==> config.mk <==
export PLATFORM = sky130hd
export DESIGN_NAME = key_set_table
export DESIGN_NICKNAME = d
export VERILOG_FILES = /design/src/kst_pkg.sv /design/src/kst_scan.sv /design/src/key_set_table.sv
export SDC_FILE = /design/constraint.sdc
export NUM_CORES = 1
export LEC_CHECK = 0
export BUFFER_PORTS_ARGS = -buffer_cell sky130_fd_sc_hd__buf_2
export CORE_UTILIZATION = 35
export CTS_CLUSTER_DIAMETER = 150
export CTS_CLUSTER_SIZE = 40
export DETAILED_ROUTE_END_ITERATION = 7
export GPL_TIMING_DRIVEN = 0
export PLACE_DENSITY = 0.47
export SLEW_MARGIN = 15
export SYNTH_ARGS = -nofsm -noshare
export SYNTH_HDL_FRONTEND = slang
export SYNTH_SLANG_ARGS = --single-unit
==> constraint.sdc <==
create_clock -name i_clk -period 6.1 [get_ports i_clk]
set_input_delay 0.305 -clock i_clk [delete_from_list [all_inputs] [get_ports i_clk]]
set_output_delay 0.305 -clock i_clk [all_outputs]
set_load 0.02 [all_outputs]
==> src/kst_pkg.sv <==
`default_nettype none

package kst_pkg;

    localparam int unsigned KEY_W        = 32;
    localparam int unsigned OP_W         = 2;
    localparam int unsigned COUNT_W      = 5;
    localparam int unsigned CAPACITY_DEF = 16;

    typedef enum logic [OP_W-1:0] {
        OP_CLEAR  = 2'd0,
        OP_LOOKUP = 2'd1,
        OP_INSERT = 2'd2,
        OP_REMOVE = 2'd3
    } t_op;

    typedef struct packed {
        logic               found;
        logic               accepted;
        logic [COUNT_W-1:0] count;
    } t_result;

endpackage

`default_nettype wire

==> src/kst_scan.sv <==
`default_nettype none

module kst_scan #(
    parameter int unsigned CAPACITY = kst_pkg::CAPACITY_DEF
) (
    input  wire logic                          i_clk,
    input  wire logic                          i_rst_n,
    input  wire logic                          i_req_valid,
    output logic                               o_req_ready,
    input  wire logic [kst_pkg::OP_W-1:0]      i_operation,
    input  wire logic [kst_pkg::KEY_W-1:0]     i_key,
    output logic                               o_res_valid,
    input  wire logic                          i_res_ready,
    output kst_pkg::t_result                   o_res
);
    import kst_pkg::*;

    localparam int unsigned OW = $clog2(CAPACITY + 1);
    localparam int unsigned AW = (CAPACITY > 1) ? $clog2(CAPACITY) : 1;

    typedef enum logic [1:0] {
        S_IDLE,
        S_SCAN,
        S_MOVE,
        S_DONE
    } t_state;

    t_state             r_state, n_state;
    logic [OW-1:0]      r_occ, n_occ;
    logic [OW-1:0]      r_idx, n_idx;
    logic               r_pend, n_pend;
    logic [AW-1:0]      r_slot, n_slot;
    t_op                r_op, n_op;
    logic [KEY_W-1:0]   r_key, n_key;
    logic               r_found, n_found;
    logic               r_acc, n_acc;

    // key store, one write and one registered read port
    logic [KEY_W-1:0]   r_mem [CAPACITY];
    logic [KEY_W-1:0]   r_rdata;
    logic               mem_we;
    logic [AW-1:0]      mem_waddr;
    logic [KEY_W-1:0]   mem_wdata;
    logic               mem_re;
    logic [AW-1:0]      mem_raddr;

    logic               hit;
    logic [OW-1:0]      idx_prev;
    logic [OW-1:0]      occ_last;

    assign hit      = r_pend && (r_rdata == r_key);
    assign idx_prev = r_idx - OW'(1);
    assign occ_last = r_occ - OW'(1);

    always_ff @(posedge i_clk) begin
        if (mem_we) begin
            r_mem[mem_waddr] <= mem_wdata;
        end
        if (mem_re) begin
            r_rdata <= r_mem[mem_raddr];
        end
    end

    always_comb begin
        n_state   = r_state;
        n_occ     = r_occ;
        n_idx     = r_idx;
        n_pend    = r_pend;
        n_slot    = r_slot;
        n_op      = r_op;
        n_key     = r_key;
        n_found   = r_found;
        n_acc     = r_acc;
        mem_we    = 1'b0;
        mem_waddr = r_occ[AW-1:0];
        mem_wdata = r_key;
        mem_re    = 1'b0;
        mem_raddr = r_idx[AW-1:0];

        unique case (r_state)
            S_IDLE: begin
                if (i_req_valid) begin
                    n_op    = t_op'(i_operation);
                    n_key   = i_key;
                    n_idx   = '0;
                    n_pend  = 1'b0;
                    n_found = 1'b0;
                    n_acc   = 1'b1;
                    if (t_op'(i_operation) == OP_CLEAR) begin
                        n_occ   = '0;
                        n_state = S_DONE;
                    end else begin
                        n_state = S_SCAN;
                    end
                end
            end
            S_SCAN: begin
                n_pend = 1'b0;
                if (hit) begin
                    n_found = 1'b1;
                    if (r_op == OP_REMOVE) begin
                        // fetch the last held key to fill the hole
                        mem_re    = 1'b1;
                        mem_raddr = occ_last[AW-1:0];
                        n_slot    = idx_prev[AW-1:0];
                        n_state   = S_MOVE;
                    end else begin
                        n_state = S_DONE;
                    end
                end else if (r_idx < r_occ) begin
                    mem_re = 1'b1;
                    n_idx  = r_idx + OW'(1);
                    n_pend = 1'b1;
                end else begin
                    // scan ran out without a match
                    if (r_op == OP_INSERT) begin
                        if (r_occ == OW'(CAPACITY)) begin
                            n_acc = 1'b0;
                        end else begin
                            mem_we = 1'b1;
                            n_occ  = r_occ + OW'(1);
                        end
                    end
                    n_state = S_DONE;
                end
            end
            S_MOVE: begin
                mem_we    = 1'b1;
                mem_waddr = r_slot;
                mem_wdata = r_rdata;
                n_occ     = occ_last;
                n_state   = S_DONE;
            end
            S_DONE: begin
                if (i_res_ready) begin
                    n_state = S_IDLE;
                end
            end
            default: begin
                n_state = S_IDLE;
            end
        endcase
    end

    always_ff @(posedge i_clk) begin
        if (!i_rst_n) begin
            r_state <= S_IDLE;
            r_occ   <= '0;
            r_pend  <= 1'b0;
        end else begin
            r_state <= n_state;
            r_occ   <= n_occ;
            r_pend  <= n_pend;
        end
        r_idx   <= n_idx;
        r_slot  <= n_slot;
        r_op    <= n_op;
        r_key   <= n_key;
        r_found <= n_found;
        r_acc   <= n_acc;
    end

    assign o_req_ready    = (r_state == S_IDLE);
    assign o_res_valid    = (r_state == S_DONE);
    assign o_res.found    = r_found;
    assign o_res.accepted = r_acc;
    assign o_res.count    = COUNT_W'(r_occ);

`ifndef SYNTHESIS
    a_occ_bound: assert property (@(posedge i_clk) disable iff (!i_rst_n)
        r_occ <= OW'(CAPACITY))
        else $error("occupancy above capacity");

    a_clear_empties: assert property (@(posedge i_clk) disable iff (!i_rst_n)
        (i_req_valid && o_req_ready && t_op'(i_operation) == OP_CLEAR) |=> (r_occ == '0))
        else $error("clear left keys behind");

    a_write_state: assert property (@(posedge i_clk) disable iff (!i_rst_n)
        mem_we |-> (r_state == S_SCAN || r_state == S_MOVE))
        else $error("key store written outside scan or move");

    a_occ_step: assert property (@(posedge i_clk) disable iff (!i_rst_n)
        (r_state == S_SCAN || r_state == S_MOVE) |=>
            (r_occ == $past(r_occ) || r_occ == $past(r_occ) + OW'(1)
             || r_occ == $past(r_occ) - OW'(1)))
        else $error("occupancy moved by more than one");

    a_full_reject: assert property (@(posedge i_clk) disable iff (!i_rst_n)
        (o_res_valid && !o_res.accepted) |-> (r_op == OP_INSERT && r_occ == OW'(CAPACITY)))
        else $error("insert rejected while table not full");
`endif

endmodule

`default_nettype wire

==> src/key_set_table.sv <==
// key_set_table: bounded set of signed 32-bit keys in an unordered table
// request channel: i_in_valid / o_in_ready with i_operation (clear, lookup,
//   insert, remove) and i_key; a request is taken when both are high
// result channel: o_out_valid / i_out_ready with o_found, o_accepted and
//   o_count (keys held after the request, low 5 bits)
// one result for every request, in request order
// timing: clear skips the scan; other requests scan the held
//   keys one per cycle through the key store's read port (remove on a match
//   adds a step to fetch the last key and write it into the freed slot)
// one request in the scan at a time, set by the linear scan of the key
//   store through its one read port
// the result sits in an output register, so the next request is taken
//   while a result still waits for i_out_ready; if the receiver stalls
//   longer, the finished next result is held inside and o_in_ready drops
// reset (i_rst_n low, synchronous) empties the set and drops both valids;
//   the key store itself is not cleared, the count keeps stale keys unseen
`default_nettype none

module key_set_table #(
    parameter int unsigned CAPACITY = kst_pkg::CAPACITY_DEF
) (
    input  wire logic                          i_clk,
    input  wire logic                          i_rst_n,
    input  wire logic                          i_in_valid,
    output logic                               o_in_ready,
    input  wire logic [kst_pkg::OP_W-1:0]      i_operation,
    input  wire logic signed [kst_pkg::KEY_W-1:0] i_key,
    output logic                               o_out_valid,
    input  wire logic                          i_out_ready,
    output logic                               o_found,
    output logic                               o_accepted,
    output logic [kst_pkg::COUNT_W-1:0]        o_count
);
    import kst_pkg::*;

    logic               res_valid;
    logic               res_ready;
    t_result            res;

    // output register
    logic               r_out_valid;
    t_result            r_out;

    kst_scan #(
        .CAPACITY (CAPACITY)
    ) u_scan (
        .i_clk       (i_clk),
        .i_rst_n     (i_rst_n),
        .i_req_valid (i_in_valid),
        .o_req_ready (o_in_ready),
        .i_operation (i_operation),
        .i_key       (i_key),
        .o_res_valid (res_valid),
        .i_res_ready (res_ready),
        .o_res       (res)
    );

    // free when empty or being drained this cycle
    assign res_ready = !r_out_valid || i_out_ready;

    always_ff @(posedge i_clk) begin
        if (!i_rst_n) begin
            r_out_valid <= 1'b0;
        end else if (res_ready) begin
            r_out_valid <= res_valid;
        end
        if (res_ready && res_valid) begin
            r_out <= res;
        end
    end

    assign o_out_valid = r_out_valid;
    assign o_found     = r_out.found;
    assign o_accepted  = r_out.accepted;
    assign o_count     = r_out.count;

endmodule

`default_nettype wire

==> reports/results.tsv, run 1 <==
stage	metric	value	unit
finish	nFillCells	6561	
logic_synthesis	ys.flop_type	edfxtp_1	
power_and_ir_drop	p_switching	3.95	mW
grt	grt_usage	19.4	%
logic_synthesis	synth_compound_area_share	8.00	%
logic_synthesis	synth_top_family_by_area	compound AO/OA/AOI/OAI gates	
route	dr.pass1.iters	7	
power_and_ir_drop	seq_power_share	49.2	%
logic_synthesis	ys_ff_latch	605	
route	vias_per_cell	5.34	
critical_path	crit_fanout	10	
route	drtIter0Drc	1440	
clock_network	root_buffer	clkbuf_16	
sta	max_slew_margin	32.5	%
grt	grt_pass1_wl	100000	µm
min_path	hold_path_class	in2reg	
route	drc_errors	0	
place	pre_cts_ws	1180	ps
power_and_ir_drop	clockPowerShare	16.6	%
logic_synthesis	synthSimpleGateAreaFrac	7.09	%
sta	grt_setup_unrepaired	no	
place	dpl.hpwl	47600	µm
sta	setup_viol_count_final	0	
sta	skew	59.9	ps
sta	period_share	81.0	%
logic_synthesis	synthArstFlopShare	0	%
route	avgRoutedWirePerCell	25.7	µm
clock_network	h-tree-depth	1	
clock_network	cts.path.max_buffers	3	
clock_network	cts_made_buffers	19	
sta	slew_violations	0	
clock_network	post_cts.repair.setup_buffers	0	
floorplan	die_area	0.0716	mm²
critical_path	r2r_slack	1160	ps
logic_synthesis	synth_fp_nets	1680	
place	gp_congestion	0.822	
route	ant_nets	0	
clock_network	clk_latency	610	ps
power_and_ir_drop	ir_worst_vdd	0.000201	V
floorplan	core_area	0.0699	mm²
logic_synthesis	synthCells	1629	
critical_path	critPathKind	reg2reg	
critical_path	endpoint_kind	flip-flop	
finish	drive_gt1_share	10.8	%
floorplan	num_rows	97	
floorplan	ioPinCount	47	
job	maxCapViolCount	0	
finish	final_nets	1800	
run_status	status	finished clean	
sta	max_freq	202	MHz
power_and_ir_drop	p_leak	8.92	nW
sta	worst_pin_slew	1010	ps
floorplan	dieWidth	268	µm
sta	period_needed	4940	ps
logic_synthesis	syn_area_per_cell	15.2	µm²
clock_network	clk_pin_slew_worst_paths	160	ps
critical_path	cp.required	6460	ps
floorplan	die_height	268	µm
power_and_ir_drop	p_sw_share	35.7	%
floorplan	start_util	35.3	%
route	vias	14400	
clock_network	cts_tree	built	
logic_synthesis	synth_xor_area_share	1.49	%
min_path	min_path_cells	3	
grt	grt_pass1_vias	14100	
critical_path	cp_data_arrival_time	5300	ps
critical_path	critPathLaunchType	flip-flop	
grt	grt_max_degree	42	
sta	setup_ws	1160	ps
grt	antenna_found_initial	1	
logic_synthesis	synth-edff-count	596	
grt	gr-total-overflow	0	
power_and_ir_drop	p_per_area	402	mW/mm²
logic_synthesis	yosysSeqAreaShare	73.2	%
finish	synthToLayoutAreaGrowth	11.5	%
finish	final_util	39.4	%
sta	final-hold-violation-count	0	
critical_path	r2r_cells	9	
logic_synthesis	yosysWarningCount	0	
place	portBuffers	46	
route	postRouteWirelength	69400	µm
power_and_ir_drop	pwr-share-comb	34.3	%
clock_network	cts_sinks	605	
logic_synthesis	synthAdderAreaFrac	0.659	%
logic_synthesis	synth_mux_area_share	7.16	%
logic_synthesis	syn_area	0.0247	mm²
sta	holdWs	67.1	ps
power_and_ir_drop	internal_power	7.12	mW
logic_synthesis	synth_cell_types	60	
## stage by stage
step / instance area (µm²) / power, mW / TNS [ps] / cells
after floorplan: 24700 / 7.85 / 0 / 1629
after detailed placement: 26600 / 9.36 / 0 / 2633
final: 27500 / 11.1 / 0 / 2696
after CTS: 27500 / 11.2 / 0 / 2695
after global routing: 27500 / 11.6 / 0 / 2695
after global placement: 26100 / 9.25 / -35460 / 2615
## critical path, stage by stage, from the launching register on
cell,delay [ps]
edfxtp_1,460
xnor2_1,690
nand4_1,520
nor4_4,490
nand4_4,280
mux2i_2,550
clkbuf_1,580
a21oi_1,130
nor4_1,610
or3b_1,400
## final timing paths
| path | start | end |
|---|---|---|
| worst max-delay path | u_scan.r_key[4] | u_scan.r_rdata[2] |
| worst min-delay path | i_rst_n | u_scan.r_pend |
| worst max register to register | u_scan.r_key[4] | u_scan.r_rdata[2] |
| worst min register to register | u_scan.r_acc | o_accepted |
## timing repair
| item | 4_1_cts | 5_1_grt |
|---|---|---|
| resized for setup | 0 | 0 |
| endpoints found under the hold margin | 35 | 0 |
| hold buffers | 35 | 0 |
## cells in the final DEF (no fill, tap or decap), drive strengths merged, types with 3 or more instances in the layout
| cell type | count |
|---|---|
| buf | 107 |
| nor3b | 3 |
| nand2 | 28 |
| ha | 13 |
| a21oi | 140 |
| nor2 | 36 |
| nand3 | 142 |
| clkbuf | 90 |
| inv | 16 |
| dlygate4sd3 | 35 |
| mux2i | 137 |
| dfxtp | 9 |
| nor4 | 35 |
| o22ai | 64 |
| o21ai | 133 |
| nand2b | 4 |
| a21o | 3 |
| xnor2 | 35 |
| xor2 | 7 |
| or3b | 33 |
| o31ai | 4 |
| a31oi | 3 |
| nand4 | 11 |
| nor3 | 9 |
| mux2 | 34 |
| edfxtp | 596 |
## cell type report
cell class                      count  area (µm²)  area share [%]
Sequential cell                   605       18100            65.7
Multi-Input combinational cell    900        6160            22.4
Tap cell                          940        1180            4.27
Timing Repair Buffer               99         986            3.58
Buffer                            108         533            1.94
Clock buffer                       25         498            1.81
Inverter                           16        60.1           0.218
Clock inverter                      2        38.8           0.141
Antenna cell                        1        2.50         0.00909
## state kept, by name, summed over array words and instances (netlist names)
register and count:
u_scan.r_mem 512, u_scan.r_key 32, u_scan.r_rdata 32, o_count 5, u_scan.r_idx 5, u_scan.r_occ 5, u_scan.r_slot 4, u_scan.r_op 2
u_scan.r_state 2, o_accepted 1, o_found 1, o_out_valid 1, u_scan.r_acc 1, u_scan.r_found 1, u_scan.r_pend 1
## cell families after synthesis
kind of cell / after synthesis
AO/OA/AOI/OAI: 363
buffers and inverters: 124
AND/OR/NAND/NOR: 311
multiplexers: 171
XOR/XNOR: 42
adder cells (fa/ha/maj): 13
flip-flops: 605
## power groups by stage
stage | combinational (mW) | clock, mW | sequential (mW)
floorplan | 2.35 | 0 | 5.50
global placement | 3.70 | 0 | 5.55
detailed placement | 3.82 | 0 | 5.54
finish | 3.79 | 1.84 | 5.44
CTS | 3.85 | 1.88 | 5.44
global route | 4.11 | 2.00 | 5.47
## layer usage
metal	share of wire [%]	global-route usage, %	vias to the layer above
li1	-	-	6571
met1	46	27.4	7412
met2	47	31.8	359
met3	4.5	2.34	66
met4	2.5	4.73	0
met5	0	0	-
## cells in the mapped netlist, drive strengths merged (11+ instances only)
| master | count | area share, % |
|---|---|---|
| a21oi | 140 | 2.8 |
| o21ai | 133 | 2.7 |
| xnor2 | 35 | 1.2 |
| buf | 43 | 1.2 |
| edfxtp | 596 | 72 |
| nand4 | 11 | 0.34 |
| nor2 | 36 | 0.55 |
| o22ai | 64 | 1.6 |
| nand3 | 142 | 2.9 |
| clkbuf | 65 | 1.0 |
| nand2 | 28 | 0.43 |
| mux2 | 34 | 1.6 |
| nor4 | 35 | 1.0 |
| ha | 13 | 0.66 |
| inv | 15 | 0.23 |
| mux2i | 137 | 5.6 |
| or3b | 33 | 1.2 |
No activity file was read; power rests on OpenSTA's default activity.
==> run 2, diff against run 1 <==
==> constraint.sdc (replaced) <==
create_clock -name i_clk -period 4.9 [get_ports i_clk]
set_input_delay 0.245 -clock i_clk [delete_from_list [all_inputs] [get_ports i_clk]]
set_output_delay 0.245 -clock i_clk [all_outputs]
set_load 0.02 [all_outputs]
==> run 2 against run 1 <==
  * First-iteration DRC count is 1.1% higher
  * Flip-flop and latch count is the same
  * Clock-buffer cell count did not move
  * Via count decreased by 0.12%
  * Sequential power grew 25%
  * Global-route usage about the same
  * Die area unchanged
  * Register-to-register slack worse by 880 ps
  * Final area barely moved
  * Critical path type unchanged
  * Critical endpoint unchanged
  * Largest cell class unchanged
==> reports/results.tsv, run 2 (synthesis results as in run 1) <==
stage	metric	value	unit	change
finish	drive_gt1_share	11.0	%	+0.16 points
clock_network	cts_tree	built		
power_and_ir_drop	internal_power	8.87	mW	+25%
sta	max_freq	217	MHz	+7.0%
floorplan	start_util	35.3	%	unchanged
critical_path	endpoint_kind	flip-flop		
critical_path	crit_fanout	10		unchanged
clock_network	root_buffer	clkbuf_16		
clock_network	cts.path.max_buffers	3		unchanged
sta	worst_pin_slew	1000	ps	-6.94 ps
critical_path	cp_data_arrival_time	4980	ps	-320 ps
power_and_ir_drop	clockPowerShare	16.6	%	about the same
power_and_ir_drop	p_sw_share	35.7	%	about the same
clock_network	post_cts.repair.setup_buffers	0		unchanged
power_and_ir_drop	p_per_area	501	mW/mm²	+24%
clock_network	clk_latency	610	ps	about the same
clock_network	clk_pin_slew_worst_paths	140	ps	-20 ps
clock_network	cts_sinks	605		unchanged
route	drtIter0Drc	1456		+1.1%
route	drc_errors	0		unchanged
finish	seqCellArea	0.0181	mm²	unchanged
sta	setup_viol_count_final	0		unchanged
finish	multiInputGateArea	0.00617	mm²	+0.24%
route	vias	14400		-0.12%
grt	grt_max_degree	42		unchanged
finish	synthToLayoutAreaGrowth	11.6	%	about the same
power_and_ir_drop	pwr-share-comb	34.3	%	about the same
floorplan	core_area	0.0699	mm²	unchanged
sta	period_share	94.3	%	+13 points
place	portBuffers	46		unchanged
grt	antenna_found_initial	0		-1
finish	nFillCells	6556		-0.076%
job	maxCapViolCount	0		unchanged
sta	final-hold-violation-count	0		unchanged
clock_network	cts_made_buffers	19		unchanged
power_and_ir_drop	ir_worst_vdd	0.000251	V	+25%
sta	grt_setup_unrepaired	no		
route	postRouteWirelength	69400	µm	about the same
run_status	status	finished clean		
finish	fin_cells	2696		unchanged
finish	antenna_cells	0		-1
floorplan	ioPinCount	47		unchanged
clock_network	h-tree-depth	1		unchanged
sta	holdWs	189	ps	+122 ps
finish	reg_top3	u_scan.r_mem: 512 flops, u_scan.r_key: 32 flops, u_scan.r_rdata: 32 flops		
critical_path	critPathKind	reg2reg		
floorplan	num_rows	97		unchanged
floorplan	dieWidth	268	µm	unchanged
grt	grt_pass1_vias	14100		+0.19%
place	gp_congestion	0.822		unchanged
grt	grt_usage	19.4	%	about the same
floorplan	die_area	0.0716	mm²	unchanged
finish	largest_register	u_scan.r_mem		
place	dp_cells	2633		unchanged
sta	period_needed	4620	ps	-323 ps
critical_path	cp.required	5260	ps	-1200 ps
critical_path	critPathLaunchType	flip-flop		
floorplan	die_height	268	µm	unchanged
finish	final_nets	1801		+0.056%
finish	layout_common_cells	edfxtp_1, nand3_1, a21oi_1, mux2i_1, o21ai_0		
finish	largest_reg_flops	512		unchanged
route	dr.pass1.iters	5		-2
power_and_ir_drop	power.total	13.8	mW	+25%
grt	gr-total-overflow	0		unchanged
finish	layout_commonest_cell	edfxtp_1		
min_path	hold_path_class	in2reg		
route	ant_nets	0		unchanged
sta	skew	60.6	ps	+0.733 ps
grt	grt_pass1_wl	100000	µm	about the same
route	avgRoutedWirePerCell	25.8	µm	about the same
power_and_ir_drop	p_leak	8.94	nW	+0.20%
sta	slew_violations	0		unchanged
power_and_ir_drop	seq_power_share	49.1	%	about the same
route	vias_per_cell	5.34		-0.12%
sta	max_slew_margin	33.0	%	+0.47 points
power_and_ir_drop	p_switching	4.92	mW	+25%
place	dpl.hpwl	47600	µm	unchanged
[run 2: cell types whose count changed in the layout (fill, tap and decap cells not counted)]
cell / before / now
xnor2_1: 35 / 33
xnor2_2: 0 / 2
dlygate4sd3_1: 35 / 36
clkbuf_1: 69 / 68
clkbuf_2: 2 / 3
diode_2: 1 / 0
[run 2: final cells by class]
cell class / count / area share (%)
buffer: 108 / 1.94
clock buffer: 25 / 1.81
inverter: 16 / 0.218
clock inverter: 2 / 0.141
timing repair buffer: 100 / 3.61
sequential: 605 / 65.6
tap: 940 / 4.27
multi-input combinational: 900 / 22.4
[run 2: critical path, cell delays in order, from the launching register on]
cell,delay [ps]
edfxtp_1,460
xnor2_1,470
nand4_1,350
nor3_2,520
nand4_4,320
mux2i_2,560
clkbuf_1,560
a21oi_1,130
nor4_1,590
or3b_1,400
[run 2: final timing paths]
kind                       endpoint              from  slack (ps)  cells after the start
setup / recovery  u_scan.r_rdata[2]  u_scan.r_key[15]         280                      9
hold / removal       u_scan.r_op[0]        i_in_valid         190                      3
setup reg to reg  u_scan.r_rdata[2]  u_scan.r_key[15]         280                      9
hold reg to reg          o_accepted      u_scan.r_acc         440                      0
[run 2: what timing repair did]
item | CTS | global route
hold buffers | 36 | 0
gates resized for setup | 2 | 1
endpoints found under the hold margin | 42 | 0
setup endpoints to repair | 10 | 31
[run 2: stage by stage]
| step | setup WS, ps | setup TNS (ps) | instance area, µm² | utilization [%] |
|---|---|---|---|---|
| 2_1_floorplan | 1160 | 0 | 24700 | - |
| 3_3_place_gp | -1390 | -570410 | 26100 | 37.3 |
| 3_5_place_dp | -19.5 | -19.5 | 26600 | 38.1 |
| 4_1_cts | 9.75 | 0 | 27500 | 39.4 |
| 5_1_grt | 102 | 0 | 27600 | 39.4 |
| 6_report | 281 | 0 | 27600 | 39.4 |
[run 2: power groups by stage]
stage / clock (mW) / combinational, mW / sequential (mW)
after floorplan: 0 / 2.92 / 6.85
after global placement: 0 / 4.60 / 6.91
after detailed placement: 0 / 4.75 / 6.89
after CTS: 2.34 / 4.79 / 6.78
after global routing: 2.49 / 5.12 / 6.81
final: 2.29 / 4.73 / 6.78
[run 2: per-layer routing]
layer  vias to the layer above  track usage (%)  share of wire (%)
met5                         -                0                  0
met4                         0             4.82                2.3
met3                        64             2.37                4.6
met2                       346             31.7                 47
met1                      7409             27.4                 46
li1                       6572                -                  -
==> run 3, diff against run 2 <==
--- a/config.mk
+++ b/config.mk
@@ -5,7 +5,7 @@
 export SDC_FILE = /design/constraint.sdc
 export NUM_CORES = 1
 export LEC_CHECK = 0
-export BUFFER_PORTS_ARGS = -buffer_cell sky130_fd_sc_hd__buf_2
+export BUFFER_PORTS_ARGS = -buffer_cell sky130_fd_sc_hd__buf_4
 export CORE_UTILIZATION = 35
 export CTS_CLUSTER_DIAMETER = 150
 export CTS_CLUSTER_SIZE = 40
==> run 3 against run 2 <==
  * Cell count about the same
  * Clock-buffer cell count unchanged
  * Sequential share of layout area down 0.31 points
  * Flip-flop and latch count unchanged
  * Core utilization up 0.19 points
  * Combinational power up 0.8%
  * Clock skew up 16 ps
  * Die area unchanged
  * First-iteration DRC count down 8.4%
  * Power up 0.21%
  * Maximum frequency up 0.50%
  * Clock power about the same
  * Critical path type unchanged
  * Largest power group unchanged
==> reports/results.tsv, run 3 (synthesis results as in run 1) <==
stage	metric	value	unit	change
run_status	status	finished clean		
finish	final_nets	1803		+0.11%
sta	final-hold-violation-count	0		unchanged
min_path	hold_path_class	in2reg		
sta	slew_violations	0		unchanged
sta	holdWs	177	ps	-11.9 ps
clock_network	cts_tree	built		
floorplan	num_rows	97		unchanged
grt	grt_max_degree	42		unchanged
route	ant_nets	0		unchanged
critical_path	r2r-end	u_scan.r_rdata[14]		
sta	max_freq	218	MHz	+0.50%
grt	top_usage_layer	met2		
power_and_ir_drop	p_leak	8.99	nW	+0.56%
finish	fin_cells	2698		+0.074%
finish	reg_top3	u_scan.r_mem: 512 flops, u_scan.r_key: 32 flops, u_scan.r_rdata: 32 flops		
finish	largest_register	u_scan.r_mem		
finish	layout_commonest_cell	edfxtp_1		
critical_path	critPathLaunchType	flip-flop		
sta	period_share	93.8	%	-0.47 points
sta	setup_viol_count_final	0		unchanged
finish	largest_reg_flops	512		unchanged
route	vias	14500		+0.98%
place	portBuffers	46		unchanged
place	dp_cells	2634		+0.038%
critical_path	endpoint_kind	flip-flop		
clock_network	clk_latency	610	ps	about the same
route	avgRoutedWirePerCell	25.8	µm	+0.32%
floorplan	die_height	268	µm	unchanged
floorplan	start_util	35.3	%	unchanged
place	placed_area	0.0268	mm²	+0.45%
floorplan	die_area	0.0716	mm²	unchanged
job	maxCapViolCount	0		unchanged
grt	grt_pass1_vias	14200		+0.39%
critical_path	crit_fanout	10		unchanged
route	drtIter0Drc	1334		-8.4%
clock_network	clk_pin_slew_worst_paths	160	ps	+20 ps
sta	grt_setup_unrepaired	no		
finish	antenna_cells	0		unchanged
min_path	min-delay-start	i_in_valid		
floorplan	ioPinCount	47		unchanged
min_path	hold_path_end	u_scan.r_key[0]		
sta	worst_pin_slew	1020	ps	+16.8 ps
floorplan	core_area	0.0699	mm²	unchanged
clock_network	cts_made_buffers	19		unchanged
critical_path	cp_data_arrival_time	4950	ps	-30 ps
grt	gr-total-overflow	0		unchanged
grt	gr-usage-met2	31.9	%	+0.15 points
grt	grt_use_met3	2.78	%	+0.40 points
critical_path	r2r_slack	300	ps	+20 ps
critical_path	cp.required	5250	ps	about the same
route	dr.pass1.iters	6		+1
sta	period_needed	4600	ps	-23.1 ps
power_and_ir_drop	power.total	13.8	mW	+0.21%
min_path	min_path_cells	3		unchanged
critical_path	crit_start	u_scan.r_key[4]		
clock_network	post_cts.repair.setup_buffers	0		unchanged
critical_path	worstReg2RegStart	u_scan.r_key[4]		
route	vias_per_cell	5.39		+0.90%
floorplan	dieWidth	268	µm	unchanged
clock_network	root_buffer	clkbuf_16		
finish	postLayoutCellArea	0.0277	mm²	+0.48%
route	postRouteWirelength	69700	µm	+0.39%
grt	grtUsageMet1	27.0	%	-0.38 points
place	gp_congestion	0.825		+0.43%
grt	grt_usage	19.4	%	about the same
route	drc_errors	0		unchanged
sta	skew	76.4	ps	+15.8 ps
finish	drive_gt1_share	11.1	%	+0.10 points
grt	grt_pass1_wl	99900	µm	-0.21%
grt	antenna_found_initial	0		unchanged
sta	setup_tns	0	ps	unchanged
sta	max_slew_margin	31.9	%	-1.1 points
power_and_ir_drop	p_per_area	499	mW/mm²	-0.26%
clock_network	h-tree-depth	1		unchanged
finish	layout_common_cells	edfxtp_1, nand3_1, a21oi_1, mux2i_1, o21ai_0		
critical_path	critPathKind	reg2reg		
clock_network	cts.path.max_buffers	3		unchanged
finish	synthToLayoutAreaGrowth	12.1	%	
power_and_ir_drop	ir_worst_vdd	0.000246	V	-2.3%
place	dpl.hpwl	47700	µm	+0.18%
clock_network	cts_sinks	605		unchanged
critical_path	r2r_cells	9		unchanged
run 3: changes by cell type in the layout (fill, tap and decap cells not counted), sizes merged:
cell and change:
dlygate4sd3 +1, buf +1
run 3: repair_timing:
item	4_1_cts	5_1_grt
hold endpoints to repair	43	0
resized for setup	2	2
hold buffers	37	0
setup endpoints to repair	12	14
run 3: power breakdown:
part / leakage (nW) / internal, mW / switching, mW / total [mW]
Sequential: 5.46 / 6.62 / 0.155 / 6.78
Combinational: 3.27 / 1.52 / 3.25 / 4.77
Clock: 0.257 / 0.744 / 1.53 / 2.27
Total: 8.99 / 8.89 / 4.93 / 13.8
run 3: layout make-up:
type / instances / area, µm²
fill: 6535 / 42200
sequential: 605 / 18100
multi-input combinational: 900 / 6170
tap: 940 / 1180
timing repair buffer: 102 / 1130
buffer: 108 / 536
clock buffer: 25 / 498
inverter: 16 / 60.1
clock inverter: 2 / 38.8
run 3: worst max path at each step:
stage / to / slack, ps
after floorplan: u_scan.r_mem[11][0] / 1160
after global placement: u_scan.r_mem[14][15] / -1370
after detailed placement: u_scan.r_rdata[11] / 2
after CTS: u_scan.r_rdata[25] / 10
after global routing: u_scan.r_rdata[2] / 40
final: u_scan.r_rdata[14] / 300
run 3: worst max-delay path, cell delays in order (launching register included):
cell and delay (ps):
edfxtp_1 470, xnor2_2 450, nand4_1 440, nor4_2 570
and4_1 450, mux2_2 390, nand2_1 290, clkbuf_1 710
o22ai_1 170, or3b_1 390
run 3: per-stage QoR:
stage	worst slack, ps	utilization, %
after CTS	10.1	39.6
after floorplan	1160	-
after global routing	36.0	39.6
after detailed placement	2.19	38.3
after global placement	-1370	37.5
final	304	39.6
run 3: per-layer routing:
layer	up-vias	wire, µm
met5	-	0
met1	7502	31700
met4	0	1660
met2	375	33200
li1	6581	-
met3	74	3190
